### src/design/assert_macros.svh
// Assertion helpers for the supply failover design.
// Concurrent checks are compiled out for synthesis.
`ifndef ASSERT_MACROS_SVH
`define ASSERT_MACROS_SVH

`ifndef SYNTHESIS
// Condition a implies condition b in the same cycle.
`define RSF_ASSERT_IMP(label, clk, rst, a, b) \
   label: assert property (@(posedge clk) disable iff (rst) (a) |-> (b)) \
      else $error("assertion failed");
// Condition a implies condition b in the next cycle.
`define RSF_ASSERT_NEXT(label, clk, rst, a, b) \
   label: assert property (@(posedge clk) disable iff (rst) (a) |=> (b)) \
      else $error("assertion failed");
`else
`define RSF_ASSERT_IMP(label, clk, rst, a, b)
`define RSF_ASSERT_NEXT(label, clk, rst, a, b)
`endif

`endif

### src/design/rsf_pkg.sv
package rsf_pkg;

   // Field widths
   localparam int TimeW  = 32;
   localparam int CodeW  = 12;
   localparam int MvW    = 16;
   localparam int MaW    = 16;
   localparam int CountW = 8;
   localparam int CsrIdxW  = 3;
   localparam int CsrDataW = 32;

   // Register indexes
   localparam logic [CsrIdxW-1:0] REG_SUPPLY_OK_CODE      = 3'd0;
   localparam logic [CsrIdxW-1:0] REG_BUS_OK_MV           = 3'd1;
   localparam logic [CsrIdxW-1:0] REG_CURRENT_MAX_MA      = 3'd2;
   localparam logic [CsrIdxW-1:0] REG_CURRENT_OVERLOAD_MA = 3'd3;
   localparam logic [CsrIdxW-1:0] REG_MAX_SWITCHES        = 3'd4;
   localparam logic [CsrIdxW-1:0] REG_OVERLOAD_TIMEOUT_MS = 3'd5;
   localparam logic [CsrIdxW-1:0] REG_SWITCH_WINDOW_MS    = 3'd6;
   localparam logic [CsrIdxW-1:0] REG_RESET_TIME_MS       = 3'd7;

   // Register reset values
   localparam logic [CodeW-1:0]  RST_SUPPLY_OK_CODE      = 12'd2048;
   localparam logic [MvW-1:0]    RST_BUS_OK_MV           = 16'd20000;
   localparam logic [MaW-1:0]    RST_CURRENT_MAX_MA      = 16'd640;
   localparam logic [MaW-1:0]    RST_CURRENT_OVERLOAD_MA = 16'd1000;
   localparam logic [CountW-1:0] RST_MAX_SWITCHES        = 8'd3;
   localparam logic [TimeW-1:0]  RST_OVERLOAD_TIMEOUT_MS = 32'd5000;
   localparam logic [TimeW-1:0]  RST_SWITCH_WINDOW_MS    = 32'd1000;
   localparam logic [TimeW-1:0]  RST_RESET_TIME_MS       = 32'd10000;

   localparam logic [CountW-1:0] COUNT_MAX = 8'd255;

   // Which supply is switched on
   typedef enum logic [1:0] {
      ACT_NONE = 2'd0,
      ACT_ONE  = 2'd1,
      ACT_TWO  = 2'd2
   } active_type;

   // One registered sample
   typedef struct packed {
      logic [TimeW-1:0]  now_ms;
      logic [CodeW-1:0]  supply1_code;
      logic [CodeW-1:0]  supply2_code;
      logic [MvW-1:0]    bus_mv;
      logic [MaW-1:0]    bus_ma;
      logic [MaW-1:0]    aux_ma;
      logic              reset_button;
   } sample_type;

   // One result
   typedef struct packed {
      logic       supply1_drive;
      logic       supply2_drive;
      active_type active_supply;
      logic       supply1_ok;
      logic       supply2_ok;
      logic       supply1_changed;
      logic       supply2_changed;
      logic       bus_good;
      logic       current_good;
      logic       reset_busy;
      logic       save_request;
      logic       shutdown_event;
   } result_type;

   // Modular elapsed time strictly longer than a duration
   function automatic logic elapsed_over(input logic [TimeW-1:0] now,
                                         input logic [TimeW-1:0] start,
                                         input logic [TimeW-1:0] dur);
      logic [TimeW-1:0] diff;
      diff = now - start;
      return diff > dur;
   endfunction

endpackage

### src/design/redundant_supply_failover_top.sv
// A sample accepted into the input register moves on into the result register, which
// drives the result ports, as soon as that register is empty or is being read.
// Throughput: one sample per cycle while the result side does not stall. The input
// register and the result register form a two-entry pipeline, and the failover state
// updates as a sample leaves the input register. The input stalls only while both
// registers are full and the result is stalled. Synchronous active-high reset clears all
// control state and loads the threshold and timing registers with their default values.
module redundant_supply_failover_top
   import rsf_pkg::*;
(
   input  logic                clock,
   input  logic                reset,
   // sample channel
   input  logic                req_valid,
   output logic                req_stall,
   input  logic [TimeW-1:0]    req_now_ms,
   input  logic [CodeW-1:0]    req_supply1_code,
   input  logic [CodeW-1:0]    req_supply2_code,
   input  logic [MvW-1:0]      req_bus_mv,
   input  logic signed [MaW-1:0] req_bus_ma,
   input  logic signed [MaW-1:0] req_aux_ma,
   input  logic                req_reset_button,
   // result channel
   output logic                rsp_valid,
   input  logic                rsp_stall,
   output logic                rsp_supply1_drive,
   output logic                rsp_supply2_drive,
   output logic [1:0]          rsp_active_supply,
   output logic                rsp_supply1_ok,
   output logic                rsp_supply2_ok,
   output logic                rsp_supply1_changed,
   output logic                rsp_supply2_changed,
   output logic                rsp_bus_good,
   output logic                rsp_current_good,
   output logic                rsp_reset_busy,
   output logic                rsp_save_request,
   output logic                rsp_shutdown_event,
   // register write port
   input  logic                csr_write_en,
   input  logic [CsrIdxW-1:0]  csr_index,
   input  logic [CsrDataW-1:0] csr_wdata
);

   `include "assert_macros.svh"

   // configuration registers
   logic [CodeW-1:0]  cfg_supply_ok_code_ff;
   logic [MvW-1:0]    cfg_bus_ok_mv_ff;
   logic [MaW-1:0]    cfg_current_max_ma_ff;
   logic [MaW-1:0]    cfg_current_overload_ma_ff;
   logic [CountW-1:0] cfg_max_switches_ff;
   logic [TimeW-1:0]  cfg_overload_timeout_ms_ff;
   logic [TimeW-1:0]  cfg_switch_window_ms_ff;
   logic [TimeW-1:0]  cfg_reset_time_ms_ff;

   // pipeline registers
   logic       in_valid_ff;
   sample_type in_sample_ff;
   logic       out_valid_ff;
   result_type out_result_ff;
   result_type out_result_in;

   // controller state
   logic              ok1_ff, ok2_ff;
   active_type        active_ff, active_in;
   logic              drive1_ff, drive2_ff, drive1_in, drive2_in;
   logic              alarm_noted_ff, alarm_noted_in;
   logic              oc_flag_ff, oc_flag_in;
   logic [TimeW-1:0]  oc_start_ff, oc_start_in;
   logic [CountW-1:0] switch_count_ff, switch_count_in;
   logic [TimeW-1:0]  switch_time_ff, switch_time_in;
   logic              switch_pending_ff, switch_pending_in;
   logic              reset_flag_ff, reset_flag_in;
   logic [TimeW-1:0]  reset_start_ff, reset_start_in;
   logic              reset_armed_ff, reset_armed_in;

   logic advance;
   logic step;

   // handshake: input register moves on whenever the result register frees up
   assign advance   = !out_valid_ff || !rsp_stall;
   assign step      = in_valid_ff && advance;
   assign req_stall = in_valid_ff && !advance;

   // register writes
   always_ff @(posedge clock) begin
      if (reset) begin
         cfg_supply_ok_code_ff      <= RST_SUPPLY_OK_CODE;
         cfg_bus_ok_mv_ff           <= RST_BUS_OK_MV;
         cfg_current_max_ma_ff      <= RST_CURRENT_MAX_MA;
         cfg_current_overload_ma_ff <= RST_CURRENT_OVERLOAD_MA;
         cfg_max_switches_ff        <= RST_MAX_SWITCHES;
         cfg_overload_timeout_ms_ff <= RST_OVERLOAD_TIMEOUT_MS;
         cfg_switch_window_ms_ff    <= RST_SWITCH_WINDOW_MS;
         cfg_reset_time_ms_ff       <= RST_RESET_TIME_MS;
      end else if (csr_write_en) begin
         case (csr_index)
            REG_SUPPLY_OK_CODE:      cfg_supply_ok_code_ff      <= csr_wdata[CodeW-1:0];
            REG_BUS_OK_MV:           cfg_bus_ok_mv_ff           <= csr_wdata[MvW-1:0];
            REG_CURRENT_MAX_MA:      cfg_current_max_ma_ff      <= csr_wdata[MaW-1:0];
            REG_CURRENT_OVERLOAD_MA: cfg_current_overload_ma_ff <= csr_wdata[MaW-1:0];
            REG_MAX_SWITCHES:        cfg_max_switches_ff        <= csr_wdata[CountW-1:0];
            REG_OVERLOAD_TIMEOUT_MS: cfg_overload_timeout_ms_ff <= csr_wdata[TimeW-1:0];
            REG_SWITCH_WINDOW_MS:    cfg_switch_window_ms_ff    <= csr_wdata[TimeW-1:0];
            REG_RESET_TIME_MS:       cfg_reset_time_ms_ff       <= csr_wdata[TimeW-1:0];
            default: ;
         endcase
      end
   end

   // input register
   always_ff @(posedge clock) begin
      if (reset) begin
         in_valid_ff <= 1'b0;
      end else if (!req_stall) begin
         in_valid_ff <= req_valid;
      end
   end

   always_ff @(posedge clock) begin
      if (req_valid && !req_stall) begin
         in_sample_ff.now_ms       <= req_now_ms;
         in_sample_ff.supply1_code <= req_supply1_code;
         in_sample_ff.supply2_code <= req_supply2_code;
         in_sample_ff.bus_mv       <= req_bus_mv;
         in_sample_ff.bus_ma       <= req_bus_ma;
         in_sample_ff.aux_ma       <= req_aux_ma;
         in_sample_ff.reset_button <= req_reset_button;
      end
   end

   // per-sample decision, in the order: presence, bus reset end, failover,
   // status, overcurrent, window clear, bus reset start
   always_comb begin
      logic n1, n2;
      logic act_fail;
      logic save, shut;
      logic cur_good;
      logic signed [MaW+1:0] total;
      logic signed [MaW+1:0] max_lim;
      logic signed [MaW+1:0] ovl_lim;
      logic [TimeW-1:0] now;

      now      = in_sample_ff.now_ms;
      n1       = in_sample_ff.supply1_code > cfg_supply_ok_code_ff;
      n2       = in_sample_ff.supply2_code > cfg_supply_ok_code_ff;
      total    = {{2{in_sample_ff.bus_ma[MaW-1]}}, in_sample_ff.bus_ma}
               + {{2{in_sample_ff.aux_ma[MaW-1]}}, in_sample_ff.aux_ma};
      max_lim  = {2'b00, cfg_current_max_ma_ff};
      ovl_lim  = {2'b00, cfg_current_overload_ma_ff};
      save     = 1'b0;
      shut     = 1'b0;

      active_in         = active_ff;
      drive1_in         = drive1_ff;
      drive2_in         = drive2_ff;
      alarm_noted_in    = alarm_noted_ff;
      oc_flag_in        = oc_flag_ff;
      oc_start_in       = oc_start_ff;
      switch_count_in   = switch_count_ff;
      switch_time_in    = switch_time_ff;
      switch_pending_in = switch_pending_ff;
      reset_flag_in     = reset_flag_ff;
      reset_start_in    = reset_start_ff;
      reset_armed_in    = reset_armed_ff;

      // finished bus reset
      if (reset_flag_in && elapsed_over(now, reset_start_ff, cfg_reset_time_ms_ff)) begin
         reset_flag_in  = 1'b0;
         reset_armed_in = 1'b0;
      end

      // failover decision
      act_fail = (active_ff == ACT_ONE && !n1) || (active_ff == ACT_TWO && !n2);
      if (!reset_flag_in) begin
         if (switch_count_ff > cfg_max_switches_ff && act_fail) begin
            drive1_in   = 1'b0;
            drive2_in   = 1'b0;
            active_in   = ACT_NONE;
            oc_flag_in  = 1'b1;
            oc_start_in = now;
            shut        = 1'b1;
         end else begin
            case (active_ff)
               ACT_ONE: begin
                  if (!n1) begin
                     if (n2) begin
                        drive1_in         = 1'b0;
                        drive2_in         = 1'b1;
                        active_in         = ACT_TWO;
                        switch_count_in   = (switch_count_ff == COUNT_MAX) ?
                                            switch_count_ff : switch_count_ff + 1'b1;
                        switch_time_in    = now;
                        switch_pending_in = 1'b1;
                        alarm_noted_in    = 1'b0;
                     end else if (!alarm_noted_ff) begin
                        alarm_noted_in = 1'b1;
                        save           = 1'b1;
                     end
                  end
               end
               ACT_TWO: begin
                  if (!n2) begin
                     if (n1) begin
                        drive2_in         = 1'b0;
                        drive1_in         = 1'b1;
                        active_in         = ACT_ONE;
                        switch_count_in   = (switch_count_ff == COUNT_MAX) ?
                                            switch_count_ff : switch_count_ff + 1'b1;
                        switch_time_in    = now;
                        switch_pending_in = 1'b1;
                        alarm_noted_in    = 1'b0;
                     end else if (!alarm_noted_ff) begin
                        alarm_noted_in = 1'b1;
                        save           = 1'b1;
                     end
                  end
               end
               ACT_NONE: begin
                  // restart gated by the shutdown timeout
                  if (!oc_flag_ff ||
                      elapsed_over(now, oc_start_ff, cfg_overload_timeout_ms_ff)) begin
                     if (n1) begin
                        drive2_in      = 1'b0;
                        drive1_in      = 1'b1;
                        active_in      = ACT_ONE;
                        alarm_noted_in = 1'b0;
                     end else if (n2) begin
                        drive1_in      = 1'b0;
                        drive2_in      = 1'b1;
                        active_in      = ACT_TWO;
                        alarm_noted_in = 1'b0;
                     end else begin
                        alarm_noted_in = 1'b1;
                     end
                  end
               end
               default: ;
            endcase
         end
      end

      // current status, taken before a new bus reset can start
      cur_good = reset_flag_in || (total < max_lim);

      // overcurrent shutdown
      if (!reset_flag_in && total > ovl_lim) begin
         drive1_in   = 1'b0;
         drive2_in   = 1'b0;
         active_in   = ACT_NONE;
         oc_flag_in  = 1'b1;
         oc_start_in = now;
         shut        = 1'b1;
      end

      // failover window expiry
      if (switch_pending_in && elapsed_over(now, switch_time_in, cfg_switch_window_ms_ff)) begin
         switch_pending_in = 1'b0;
         switch_count_in   = '0;
      end

      // bus reset start
      if (in_sample_ff.reset_button && !reset_armed_in) begin
         reset_flag_in  = 1'b1;
         reset_armed_in = 1'b1;
         reset_start_in = now;
         drive1_in      = 1'b0;
         drive2_in      = 1'b0;
         active_in      = ACT_NONE;
      end

      out_result_in.supply1_drive   = drive1_in;
      out_result_in.supply2_drive   = drive2_in;
      out_result_in.active_supply   = active_in;
      out_result_in.supply1_ok      = n1;
      out_result_in.supply2_ok      = n2;
      out_result_in.supply1_changed = n1 != ok1_ff;
      out_result_in.supply2_changed = n2 != ok2_ff;
      out_result_in.bus_good        = in_sample_ff.bus_mv > cfg_bus_ok_mv_ff;
      out_result_in.current_good    = cur_good;
      out_result_in.reset_busy      = reset_flag_in;
      out_result_in.save_request    = save;
      out_result_in.shutdown_event  = shut;
   end

   // state update as a sample completes
   always_ff @(posedge clock) begin
      if (reset) begin
         ok1_ff            <= 1'b0;
         ok2_ff            <= 1'b0;
         active_ff         <= ACT_NONE;
         drive1_ff         <= 1'b0;
         drive2_ff         <= 1'b0;
         alarm_noted_ff    <= 1'b0;
         oc_flag_ff        <= 1'b0;
         oc_start_ff       <= '0;
         switch_count_ff   <= '0;
         switch_time_ff    <= '0;
         switch_pending_ff <= 1'b0;
         reset_flag_ff     <= 1'b0;
         reset_start_ff    <= '0;
         reset_armed_ff    <= 1'b0;
      end else if (step) begin
         ok1_ff            <= out_result_in.supply1_ok;
         ok2_ff            <= out_result_in.supply2_ok;
         active_ff         <= active_in;
         drive1_ff         <= drive1_in;
         drive2_ff         <= drive2_in;
         alarm_noted_ff    <= alarm_noted_in;
         oc_flag_ff        <= oc_flag_in;
         oc_start_ff       <= oc_start_in;
         switch_count_ff   <= switch_count_in;
         switch_time_ff    <= switch_time_in;
         switch_pending_ff <= switch_pending_in;
         reset_flag_ff     <= reset_flag_in;
         reset_start_ff    <= reset_start_in;
         reset_armed_ff    <= reset_armed_in;
      end
   end

   // result register
   always_ff @(posedge clock) begin
      if (reset) begin
         out_valid_ff <= 1'b0;
      end else if (advance) begin
         out_valid_ff <= in_valid_ff;
      end
   end

   always_ff @(posedge clock) begin
      if (step) begin
         out_result_ff <= out_result_in;
      end
   end

   assign rsp_valid           = out_valid_ff;
   assign rsp_supply1_drive   = out_result_ff.supply1_drive;
   assign rsp_supply2_drive   = out_result_ff.supply2_drive;
   assign rsp_active_supply   = out_result_ff.active_supply;
   assign rsp_supply1_ok      = out_result_ff.supply1_ok;
   assign rsp_supply2_ok      = out_result_ff.supply2_ok;
   assign rsp_supply1_changed = out_result_ff.supply1_changed;
   assign rsp_supply2_changed = out_result_ff.supply2_changed;
   assign rsp_bus_good        = out_result_ff.bus_good;
   assign rsp_current_good    = out_result_ff.current_good;
   assign rsp_reset_busy      = out_result_ff.reset_busy;
   assign rsp_save_request    = out_result_ff.save_request;
   assign rsp_shutdown_event  = out_result_ff.shutdown_event;

   // checks
   `RSF_ASSERT_IMP(a_drives_exclusive, clock, reset, 1'b1, !(drive1_ff && drive2_ff))
   `RSF_ASSERT_IMP(a_bus_reset_off, clock, reset, reset_flag_ff, !drive1_ff && !drive2_ff)
   `RSF_ASSERT_IMP(a_active_matches, clock, reset, active_ff == ACT_ONE, drive1_ff && !drive2_ff)
   `RSF_ASSERT_IMP(a_shutdown_off, clock, reset, rsp_valid && rsp_shutdown_event,
                   !rsp_supply1_drive && !rsp_supply2_drive)

endmodule

### config.mk
export PLATFORM = sky130hd
export DESIGN_NAME = redundant_supply_failover_top
export DESIGN_NICKNAME = d
export VERILOG_FILES = /design/src/design/rsf_pkg.sv /design/src/design/redundant_supply_failover_top.sv
export VERILOG_INCLUDE_DIRS = /design/src /design/src/design
export SDC_FILE = /design/constraint.sdc
export NUM_CORES = 1
export LEC_CHECK = 0
export ABC_AREA = 1
export BUFFER_PORTS_ARGS = -buffer_cell sky130_fd_sc_hd__buf_2
export CAP_MARGIN = 5
export CELL_PAD_IN_SITES_DETAIL_PLACEMENT = 1
export CELL_PAD_IN_SITES_GLOBAL_PLACEMENT = 1
export CORE_ASPECT_RATIO = 0.6
export CORE_MARGIN = 4
export CORE_UTILIZATION = 30
export DETAILED_ROUTE_END_ITERATION = 8
export PLACE_DENSITY = 0.65
export SYNTH_ARGS = -nofsm -noshare
export SYNTH_HDL_FRONTEND = slang
export SYNTH_SLANG_ARGS = --single-unit
### constraint.sdc
create_clock -name clock -period 8 [get_ports clock]
set_clock_uncertainty 0.05 [all_clocks]
set_input_delay 0.4 -clock clock [delete_from_list [all_inputs] [get_ports clock]]
set_output_delay 0.4 -clock clock [all_outputs]
set_load 0.01 [all_outputs]
Word-level counts from Yosys, hierarchy flattened
Index checks and enable logic that the tools add are counted.
{"block": "word_totals", "register_bits": 399, "input_bits": 145}
{"block": "op_classes", "add_sub_neg": 5, "n_bitwise": 2, "n_mux": 82, "eq_ne": 22, "n_lt_le_gt_ge": 9, "n_reduce_logical": 41}
{"cell": "$mux W32", "count": 9}
{"cell": "$gt A32 B32 Y1", "count": 3}
{"cell": "$sub A32 B32 Y32", "count": 3}
{"cell": "$mux W8", "count": 8}
{"cell": "$pmux W32 S2", "count": 1}
{"cell": "$mux W1", "count": 47}
{"cell": "$gt A12 B12 Y1", "count": 2}
{"cell": "$mux W2", "count": 10}
{"cell": "$reduce_and A2 Y1", "count": 9}
{"cell": "$add A16 B16 Y17", "count": 1}
{"cell": "$gt A17 B17 Y1", "count": 1}
{"cell": "$lt A17 B17 Y1", "count": 1}
{"cell": "$gt A16 B16 Y1", "count": 1}
{"cell": "$pmux W8 S2", "count": 1}
{"cell": "$eq A3 B3 Y1 const B", "count": 4}
{"cell": "$ne A3 B2 Y1 const B", "count": 4}
{"cell": "$logic_and A1 B1 Y1", "count": 10}
{"cell": "$ne A2 B2 Y1 const B", "count": 5}
{"cell": "$logic_not A1 Y1", "count": 9}
{"cell": "$pmux W1 S3", "count": 3}
{"cell": "$add A8 B1 Y8 const B", "count": 1}
{"cell": "$eq A8 B8 Y1 const B", "count": 1}
{"cell": "$gt A8 B8 Y1", "count": 1}
{"cell": "$reduce_and A8 Y1", "count": 1}
{"cell": "17 further kinds", "count": 25}

Longest topological paths before layout
Gate-level depths: netlist of the first run.
{"block": "logic_depth", "ltp_word": 12, "mapped_depth": 65}

Least setup slack after synthesis of the first run
OpenSTA, ideal clock, no wires.
{"block": "synth_path", "kind": "register to register", "startpoint": "register in_sample_ff[73] (netlist bit)", "endpoint": "register switch_count_ff[3]", "period_less_slack_ns": 7.653, "t_arrival_ns": 7.489, "path_stages_with_launch": 59, "required_time_ns": 7.836, "path_slack_ns": 0.347, "n_path_buf": 1, "cell_sequence": "edfxtp_1 > inv_1 > ha_1 > inv_1 > fa_1 > nand3_1 > nand2_1 > a21boi_0 > inv_1 > nand3_1 > nand3_1 > nand4_1 > o211ai_1 > a221oi_1 > xor2_1 > ha_1 > nand2_1 > nor2_1 > [23 not listed] > nand2_2 > nand2_1 > nand2_1 > nand2_1 > nand2_1 > ha_1 > nand2_1 > inv_1 > nand3_1 > nor3_1 > nand4_1 > o31ai_1 > nor2_4 > nand2_2 > nand2_4 > nand2_1 > xor2_1 > nor2_1"}
{"block": "synth_between", "elab_chain_cells": 10, "word_cells_on_any_way": 24, "cone_classes": "add/sub: 2; order compare: 2; eq/ne: 6; mux: 10; reduce/logical: 4"}
{"element": "start: declaration", "line": "redundant_supply_failover_top.sv:58", "rtl": "sample_type in_sample_ff;"}
{"element": "$sub A32 B32 Y32 (tied with other cells)", "line": "rsf_pkg.sv:73", "rtl": "diff = now - start;"}
{"element": "$gt A32 B32 Y1 (tied with other cells)", "line": "rsf_pkg.sv:74", "rtl": "return diff > dur;"}
{"element": "$logic_and A1 B1 Y1 or $pmux W32 S2 (tied branches)", "line": "redundant_supply_failover_top.sv:168, redundant_supply_failover_top.sv:184"}
{"element": "$mux W1 or $mux W32 (tied branches)", "line": "redundant_supply_failover_top.sv:168, redundant_supply_failover_top.sv:176"}
{"element": "$mux W32", "line": "redundant_supply_failover_top.sv:175", "rtl": "if (!reset_flag_in) begin"}
{"element": "$sub A32 B32 Y32", "line": "rsf_pkg.sv:73"}
{"element": "$gt A32 B32 Y1", "line": "rsf_pkg.sv:74"}
{"element": "$logic_and A1 B1 Y1", "line": "redundant_supply_failover_top.sv:257", "rtl": "if (switch_pending_in && elapsed_over(now, switch_time_in, cfg_switch_window_ms_ff)) begin"}
{"element": "$ne A3 B2 Y1 (no source line) (tied with other cells)"}
{"element": "$reduce_and A8 Y1 (no source line)"}
{"element": "end signal: assignment", "line": "redundant_supply_failover_top.sv:312", "rtl": "switch_count_ff <= switch_count_in;"}
{"element": "end: declaration", "line": "redundant_supply_failover_top.sv:70", "rtl": "logic [CountW-1:0] switch_count_ff, switch_count_in;"}
Several ways; a longest one is shown, not always the timed one.
A chain may end at the register's enable or synchronous reset.

Worst setup path after layout of the first run
{"block": "layout_path", "startpoint": "register in_sample_ff[73] (netlist bit)", "endpoint": "register switch_count_ff[3]"}
{"block": "layout_between", "elab_chain_cells": 10, "word_cells_on_any_way": 24, "cone_classes": "add/sub: 2; order compare: 2; eq/ne: 6; mux: 10; reduce/logical: 4"}
{"element": "$sub A32 B32 Y32 (tied with other cells)", "line": "rsf_pkg.sv:73"}
{"element": "$gt A32 B32 Y1 (tied with other cells)", "line": "rsf_pkg.sv:74"}
{"element": "$logic_and A1 B1 Y1 or $pmux W32 S2 (tied branches)", "line": "redundant_supply_failover_top.sv:168, redundant_supply_failover_top.sv:184"}
{"element": "$mux W1 or $mux W32 (tied branches)", "line": "redundant_supply_failover_top.sv:168, redundant_supply_failover_top.sv:176"}
{"element": "$mux W32 (*)", "line": "redundant_supply_failover_top.sv:175"}
{"element": "named net switch_time_in[0]", "line": "redundant_supply_failover_top.sv:71", "rtl": "logic [TimeW-1:0] switch_time_ff, switch_time_in;"}
{"element": "$sub A32 B32 Y32 (*)", "line": "rsf_pkg.sv:73"}
{"element": "$gt A32 B32 Y1 (*)", "line": "rsf_pkg.sv:74"}
{"element": "$logic_and A1 B1 Y1 (*)", "line": "redundant_supply_failover_top.sv:257"}
{"element": "$ne A3 B2 Y1 (no source line) (tied with other cells)"}
{"element": "$reduce_and A8 Y1 (no source line)"}
The timed path passes the listed nets; every way through them passes the cells marked *.

==> results of run 1 <==
[power by group through the flow]
stage | Clock [W] | Sequential [W] | Combinational [W]
2_1_floorplan | 0 | 0.00228 | 0.00111
3_3_place_gp | 0 | 0.00228 | 0.00178
3_5_place_dp | 0 | 0.00228 | 0.00182
4_1_cts | 0.00223 | 0.00224 | 0.00191
5_1_grt | 0.00233 | 0.00225 | 0.00224
6_report | 0.00217 | 0.00224 | 0.00201
[critical path, delay by kind of cell, from the launching register on]
| kind | cells | cell delay, ns |
|---|---|---|
| adders and majority gates | 6 | 1.48 |
| DFF | 1 | 0.40 |
| xor gates and xnor gates | 2 | 0.27 |
| and+or+nand+nor | 36 | 3.60 |
| AOI/OAI and AO/OA | 9 | 1.42 |
| buffers and inverters | 9 | 0.79 |
[path summary, 6_finish.rpt]
kind                              endpoint  slack (ns)
setup / recovery        switch_count_ff[3]       -0.12
hold reg to reg   cfg_current_max_ma_ff[0]        0.41
hold / removal                   rsp_valid        0.06
setup reg to reg        switch_count_ff[3]       -0.12
[state kept, by name, indices dropped and copies added, names as in the netlist, 8 cells and up]
signal                      count
cfg_current_max_ma_ff          16
cfg_reset_time_ms_ff           32
cfg_bus_ok_mv_ff               16
cfg_switch_window_ms_ff        32
oc_start_ff                    32
in_sample_ff                  105
reset_start_ff                 32
cfg_max_switches_ff             8
switch_time_ff                 32
switch_count_ff                 8
cfg_supply_ok_code_ff          12
cfg_current_overload_ma_ff     16
cfg_overload_timeout_ms_ff     32
[logic make-up (layout without fill, tap and decap cells)]
family	Yosys count	after routing	synth area share
compound gates	901	901	0.2038
xor+xnor	105	105	0.03848
fa+ha+maj	293	293	0.1546
buf+inv	596	1119	0.09543
flops	399	399	0.3836
other cells	0	2	0
simple gates	658	658	0.1240
[placed cells by master (no fill, tap or decap), drive strengths merged, types with 11 or more instances in the layout]
cell type and n:
buf 422, dlygate4sd3 104, a21oi 450, clkinv 17
xor2 78, nand4 28, nand2 393, o211ai 44
clkbuf 67, ha 289, o22ai 30, nand3 73
inv 506, nor3 22, xnor2 27, dfxtp 281
nor2 126, edfxtp 118, o21ai 313, o21a 11
[routing by layer]
| metal | global-route usage | wire [um] | vias up |
|---|---|---|---|
| met4 | 0.03443 | 1173 | 0 |
| met2 | 0.2739 | 32960 | 380 |
| met1 | 0.3197 | 45970 | 10550 |
| li1 | - | - | 10965 |
| met5 | 0 | 0 | - |
| met3 | 0.02629 | 4171 | 76 |
[stage by stage]
step                instance area (um^2)  instances
finish                             30880       4530
CTS                                30320       4517
global placement                   27520       4321
global route                       30880       4529
floorplan                          23900       2952
detailed placement                 27520       4321
[final cells by class]
cell class                      count  area (um^2)
Fill cell                        9364        47300
Multi-Input combinational cell   1957        13080
Sequential cell                   399         9169
Timing Repair Buffer              526         3870
Inverter                          509         1931
Clock buffer                       67         1361
Tap cell                         1053         1318
Clock inverter                     17        148.9
Antenna cell                        2        5.005
[what timing repair did]
item,4_1_cts,5_1_grt
setup buffers,9,11
endpoints found under the hold margin,104,0
resized for setup,50,106
pin swaps,19,58
endpoints found under the setup margin,9,9
hold buffers,104,0
==> results by group, run 1 <==
Placement
  – Final Wtd Congestion: about 0.94
  – Count of input and output buffers: 159
  – Place WS: -0.5363 ns
  – Final HPWL DP: 63290 um

Routing
  – WL final: 84270 um
  – 1st-iter DRT viols: 1526
  – Via count: between 20000 and 25000
  – Via density per instance: 4.850
  – DRC violations left: 0
  – Routed WL per cell: ~19 um
  – Initial DRT Pass Iterations: 5
  – Post-route ant nets: 0

Critical path
  – Startpoint types: flop
  – Critical Path AT: approximately 8.6 ns
  – Worst reg2reg startpoint: in_sample_ff[73]
  – Worst path max stage delay: 0.40 ns
  – Setup crit end kind: flop
  – Critical path class: reg -> reg
  – Worst r2r path cells: 62
  – Most common cell on crit path: nand2_2
  – Crit path launch: in_sample_ff[73]
  – Slowest-stage cell, CP: edfxtp_1
  – Worst-path maximum fanout: 7
  – Req. time, crit path: 8.49 ns

Floorplan
  – Die area: 84400 um^2
  – Die Y: 226.6 um
  – Core Region: 78190 um^2
  – Top Ports: 160
  – Die Span X: 372.4 um
  – Initial core utilization: 0.3057
  – Row count: 79

Power and ir drop
  – Total power: 0.006421 W
  – Internal power: between 0.004 and 0.005 W
  – Sw frac: 0.3391
  – P_sw: 0.002177 W
  – Combinational power share: 0.313
  – Leak: roughly 14 nW
  – VDD IR-drop max: 0.0001200 V
  – Sequential power share: 0.349
  – Pwr per Cell Area: 207.9 nW/um^2
  – Clk pwr share: 0.339

Timing
  – Setup-failing EPs final: 7
  – WHS: 0.06342 ns
  – Worst slew pin tran: 0.9966 ns
  – Minimum clock period after layout: 8.115 ns
  – Worst slew margin: 0.3331
  – Fmax: 123.2 MHz
  – Fin Setup TNS: -0.5333 ns
  – Final Max Slew Viols: 0
  – RSZ-0062 raised after global routing: yes
  – Final worst setup slack: -0.1153 ns
  – Final Hold Viols: 0
  – Fin crit share: 1.014

GRT
  – Antenna violations before repair: 9
  – First-pass GRT wire length: 128500 um
  – Largest net degree at the start of global routing: 121
  – Vias in the first global route: between 20000 and 25000
  – Total grt overflow: 0
  – GRT Util Overall: 0.1969

Yosys
  – Syn_area_per_cell: 8.097 um^2
  – Leading post-synthesis cells by cell area: dfxtp_1, ha_1, edfxtp_1
  – Post-synthesis cell count: 2952
  – Top-count cell post-synth: inv_1
  – Synth Warn #: 0
  – Post-synth net total: 3390
  – Yosys top cell area share: 0.2354
  – Post-synth EDFFs: 118
  – Seq/Total Area, Yosys: 0.3836
  – Synth cell types: 59
  – Primary FF master, synth: dfxtp_1
  – Count of state elements after synthesis: 399
  – Top cells by count, synth: inv_1, a21oi_1, nand2_1, o21ai_0, ha_1
  – Area leader, netlist: dfxtp_1
  – Ys async rst share: 0
  – Mapped Area: 23900 um^2

Clocking
  – Clock buffer count from CTS: 45
  – CTS tree: built
  – Clk slew on worst S/H paths: 0.07 ns
  – Worst skew pair latency: 0.61 ns
  – Clock buffer depth: 3
  – Htree depth: 2
  – Root Buffer Master: clkbuf_16
  – CTS Sinks: 399

Run status
  – Violated checks: negative setup slack
  – Status: finished, violations left

Layout
  – Final core utilization: 0.3950
  – Layout cells sized above 1: 0.1937
  – Synth-to-Final Area Change: 29.22%
  – Layout net count: around 3900

Hold path
  – Min-delay src: rsp_stall
  – Hold Crit Depth: 3
  – HP Class: in -> reg

Run
  – Max Cap Viol: 0
(Power assumes the default switching activity.)
==> run 2: changes to the inputs <==
--- a/config.mk
+++ b/config.mk
@@ -9,12 +9,12 @@
 export ABC_AREA = 1
 export BUFFER_PORTS_ARGS = -buffer_cell sky130_fd_sc_hd__buf_2
-export CAP_MARGIN = 5
+export CAP_MARGIN = 20
 export CELL_PAD_IN_SITES_DETAIL_PLACEMENT = 1
 export CELL_PAD_IN_SITES_GLOBAL_PLACEMENT = 1
 export CORE_ASPECT_RATIO = 0.6
 export CORE_MARGIN = 4
-export CORE_UTILIZATION = 30
+export CORE_UTILIZATION = 42
 export DETAILED_ROUTE_END_ITERATION = 8
-export PLACE_DENSITY = 0.65
+export PLACE_DENSITY = 0.84
 export SYNTH_ARGS = -nofsm -noshare
 export SYNTH_HDL_FRONTEND = slang
==> constraint.sdc (replaced) <==
create_clock -name clock -period 8 [get_ports clock]
set_clock_uncertainty 0.05 [all_clocks]
set_input_delay 0.8 -clock clock [delete_from_list [all_inputs] [get_ports clock]]
set_output_delay 0.8 -clock clock [all_outputs]
set_load 0.01 [all_outputs]
==> run 2 against run 1 <==
The flow still finishes with violations (negative setup slack); worst hold slack better by 0.26 ns; sequential power hardly changed; non-clock buffer count is 152 lower; global-route usage is 7.5 points higher; utilization is 12 points higher; clock-buffer cell count is 2 higher; largest power group unchanged; highest routed layer is now met5.
==> results by group, run 2 (same netlist as run 1, synthesis figures left out) <==
Run status
  – Status: finished, violations left
  – Violated checks: negative setup slack

Floorplan
  – Die Y: around 190 um
  – Core Region: 56080 um^2
  – Die Span X: 316.0 um
  – Top Ports: 160
  – Initial core utilization: 0.4262
  – Die area: 60920 um^2
  – Row count: 67

Power and ir drop
  – P_sw: roughly 0.0021 W
  – Pwr per Cell Area: 217.3 nW/um^2
  – Sequential power share: 0.360
  – Combinational power share: 0.309
  – Sw frac: 0.3408
  – Clk pwr share: 0.331
  – VDD IR-drop max: 0.0001323 V
  – Internal power: roughly 0.0041 W
  – Leak: 12.73 nW

Routing
  – WL final: about 84000 um
  – Via count: 22305
  – Routed WL per cell: 20.65 um
  – Post-route ant nets: 0
  – 1st-iter DRT viols: 1517
  – DRC violations left: 0
  – Via density per instance: about 5.5
  – Initial DRT Pass Iterations: 5

Critical path
  – Slowest-stage cell, CP: edfxtp_1
  – Critical Path AT: about 8.8 ns
  – Req. time, crit path: 8.42 ns
  – Startpoint types: flop
  – Worst-path maximum fanout: 7
  – R2r setup slk: -0.42 ns
  – Setup crit end kind: flop
  – Critical path class: reg -> reg
  – Most common cell on crit path: nand2_2
  – Worst path max stage delay: about 0.4 ns

Placement
  – Final Wtd Congestion: 0.9358
  – DP Area: 26750 um^2
  – Final HPWL DP: 63870 um
  – # placed instances: between 3000 and 4000
  – Count of input and output buffers: 159

Clocking
  – Worst skew pair latency: 0.60 ns
  – Clock buffer count from CTS: 43
  – Clk slew on worst S/H paths: 0.06 ns
  – Htree depth: 2
  – CTS Sinks: 399
  – Clock buffer depth: 3
  – Hold-fix buffers, CTS: 0
  – CTS tree: built
  – Root Buffer Master: clkbuf_16

GRT
  – Antenna violations before repair: 4
  – First-pass GRT wire length: 129700 um
  – GRT Util Overall: 0.2716
  – Vias in the first global route: between 20000 and 25000
  – Largest net degree at the start of global routing: between 100 and 150
  – Total grt overflow: 0

Timing
  – RSZ-0062 raised after global routing: yes
  – Fin crit share: 1.053
  – Final Hold Viols: 0
  – Worst slew pin tran: 1.136 ns
  – Fmax: approximately 120 MHz
  – Worst slew margin: 0.2357
  – Final worst setup slack: -0.4204 ns
  – Minimum clock period after layout: between 8 and 9 ns
  – Final Max Slew Viols: 0
  – Fin Setup TNS: -3.200 ns
  – Setup-failing EPs final: 9
  – WHS: 0.3267 ns

Layout
  – Most frequent cells in the layout: inv_1, a21oi_1, nand2_1
  – Layout cells sized above 1: 0.1690
  – Register bank with the most flops: in_sample_ff
  – Largest register FFs: roughly 110
  – Synth-to-Final Area Change: 19.90%
  – Fin cells: slightly above 4000
  – Fin area: 28660 um^2
  – Commonest non-fill, non-tap cell in the layout: inv_1
  – Layout net count: around 3700

Run
  – Max Cap Viol: 0

Hold path
  – HP Class: in -> reg
run 2: changes by cell type in the layout (fill, tap and decap cells not counted), moves of 7 or more:
cell / before / now
dlygate4sd3_1: 104 / 0
o21ai_0: 294 / 302
nand2_1: 332 / 351
buf_4: 252 / 208
a21oi_1: 431 / 439
nand2_4: 20 / 12
o21ai_1: 12 / 5
nand2_2: 40 / 30
clkbuf_1: 9 / 16
ha_1: 278 / 286
buf_6: 9 / 2
ha_4: 10 / 2
run 2: critical path: cells and delay by family (launching register included):
| family | cells | cell delay, ns |
|---|---|---|
| AOI/OAI and AO/OA | 15 | 2.41 |
| xor gates and xnor gates | 2 | 0.32 |
| adders and majority gates | 6 | 1.58 |
| buffers and inverters | 12 | 1.24 |
| DFF | 1 | 0.41 |
| and+or+nand+nor | 27 | 2.29 |
run 2: path summary, 6_finish.rpt:
kind	startpoint	end	depth (start not counted)
setup / recovery	in_sample_ff[73]	switch_count_ff[5]	62
hold reg to reg	cfg_current_max_ma_ff[0]	cfg_current_max_ma_ff[0]	2
setup reg to reg	in_sample_ff[73]	switch_count_ff[5]	62
hold / removal	req_aux_ma[5]	in_sample_ff[6]	1
run 2: through the flow:
step	util	worst slack [ns]	power (W)
finish	0.5110	-0.4204	0.006228
global route	0.5109	-1.021	0.006573
floorplan	-	0.3468	0.003388
detailed placement	0.4769	-0.7611	0.004078
global placement	0.4769	-0.1570	0.003948
CTS	0.5054	-0.1847	0.006180
run 2: cell type report:
cell class              instances  area [um^2]
flip-flops and latches        399         9169
inverters                     509         1921
clock inverters                11        121.4
clock buffers                  69         1296
diodes                          1        2.502
well taps                     759        949.7
multi-input cells            1957        12700
fillers                      6809        27430
repair buffers                374         2495
run 2: power groups by stage:
stage | Sequential (W) | Clock, W | Combinational (W)
6_report | 0.00224 | 0.00206 | 0.00192
5_1_grt | 0.00225 | 0.00219 | 0.00213
4_1_cts | 0.00224 | 0.00210 | 0.00184
3_5_place_dp | 0.00229 | 0 | 0.00179
2_1_floorplan | 0.00228 | 0 | 0.00111
3_3_place_gp | 0.00228 | 0 | 0.00167
run 2: layer usage:
layer | routed length, um | global-route usage | share of wire | vias up
li1 | - | - | - | 10624
met1 | 39720 | 0.3786 | 0.47 | 10961
met2 | 36880 | 0.4319 | 0.44 | 566
met3 | 5670 | 0.05581 | 0.067 | 148
met4 | 1931 | 0.06795 | 0.023 | 6
met5 | 46 | 0 | 0.00055 | -
run 2: what timing repair did:
item | CTS | global route
setup buffers | 8 | 14
pin swaps | 9 | 31
setup endpoints to repair | 9 | 9
resized for setup | 30 | 33
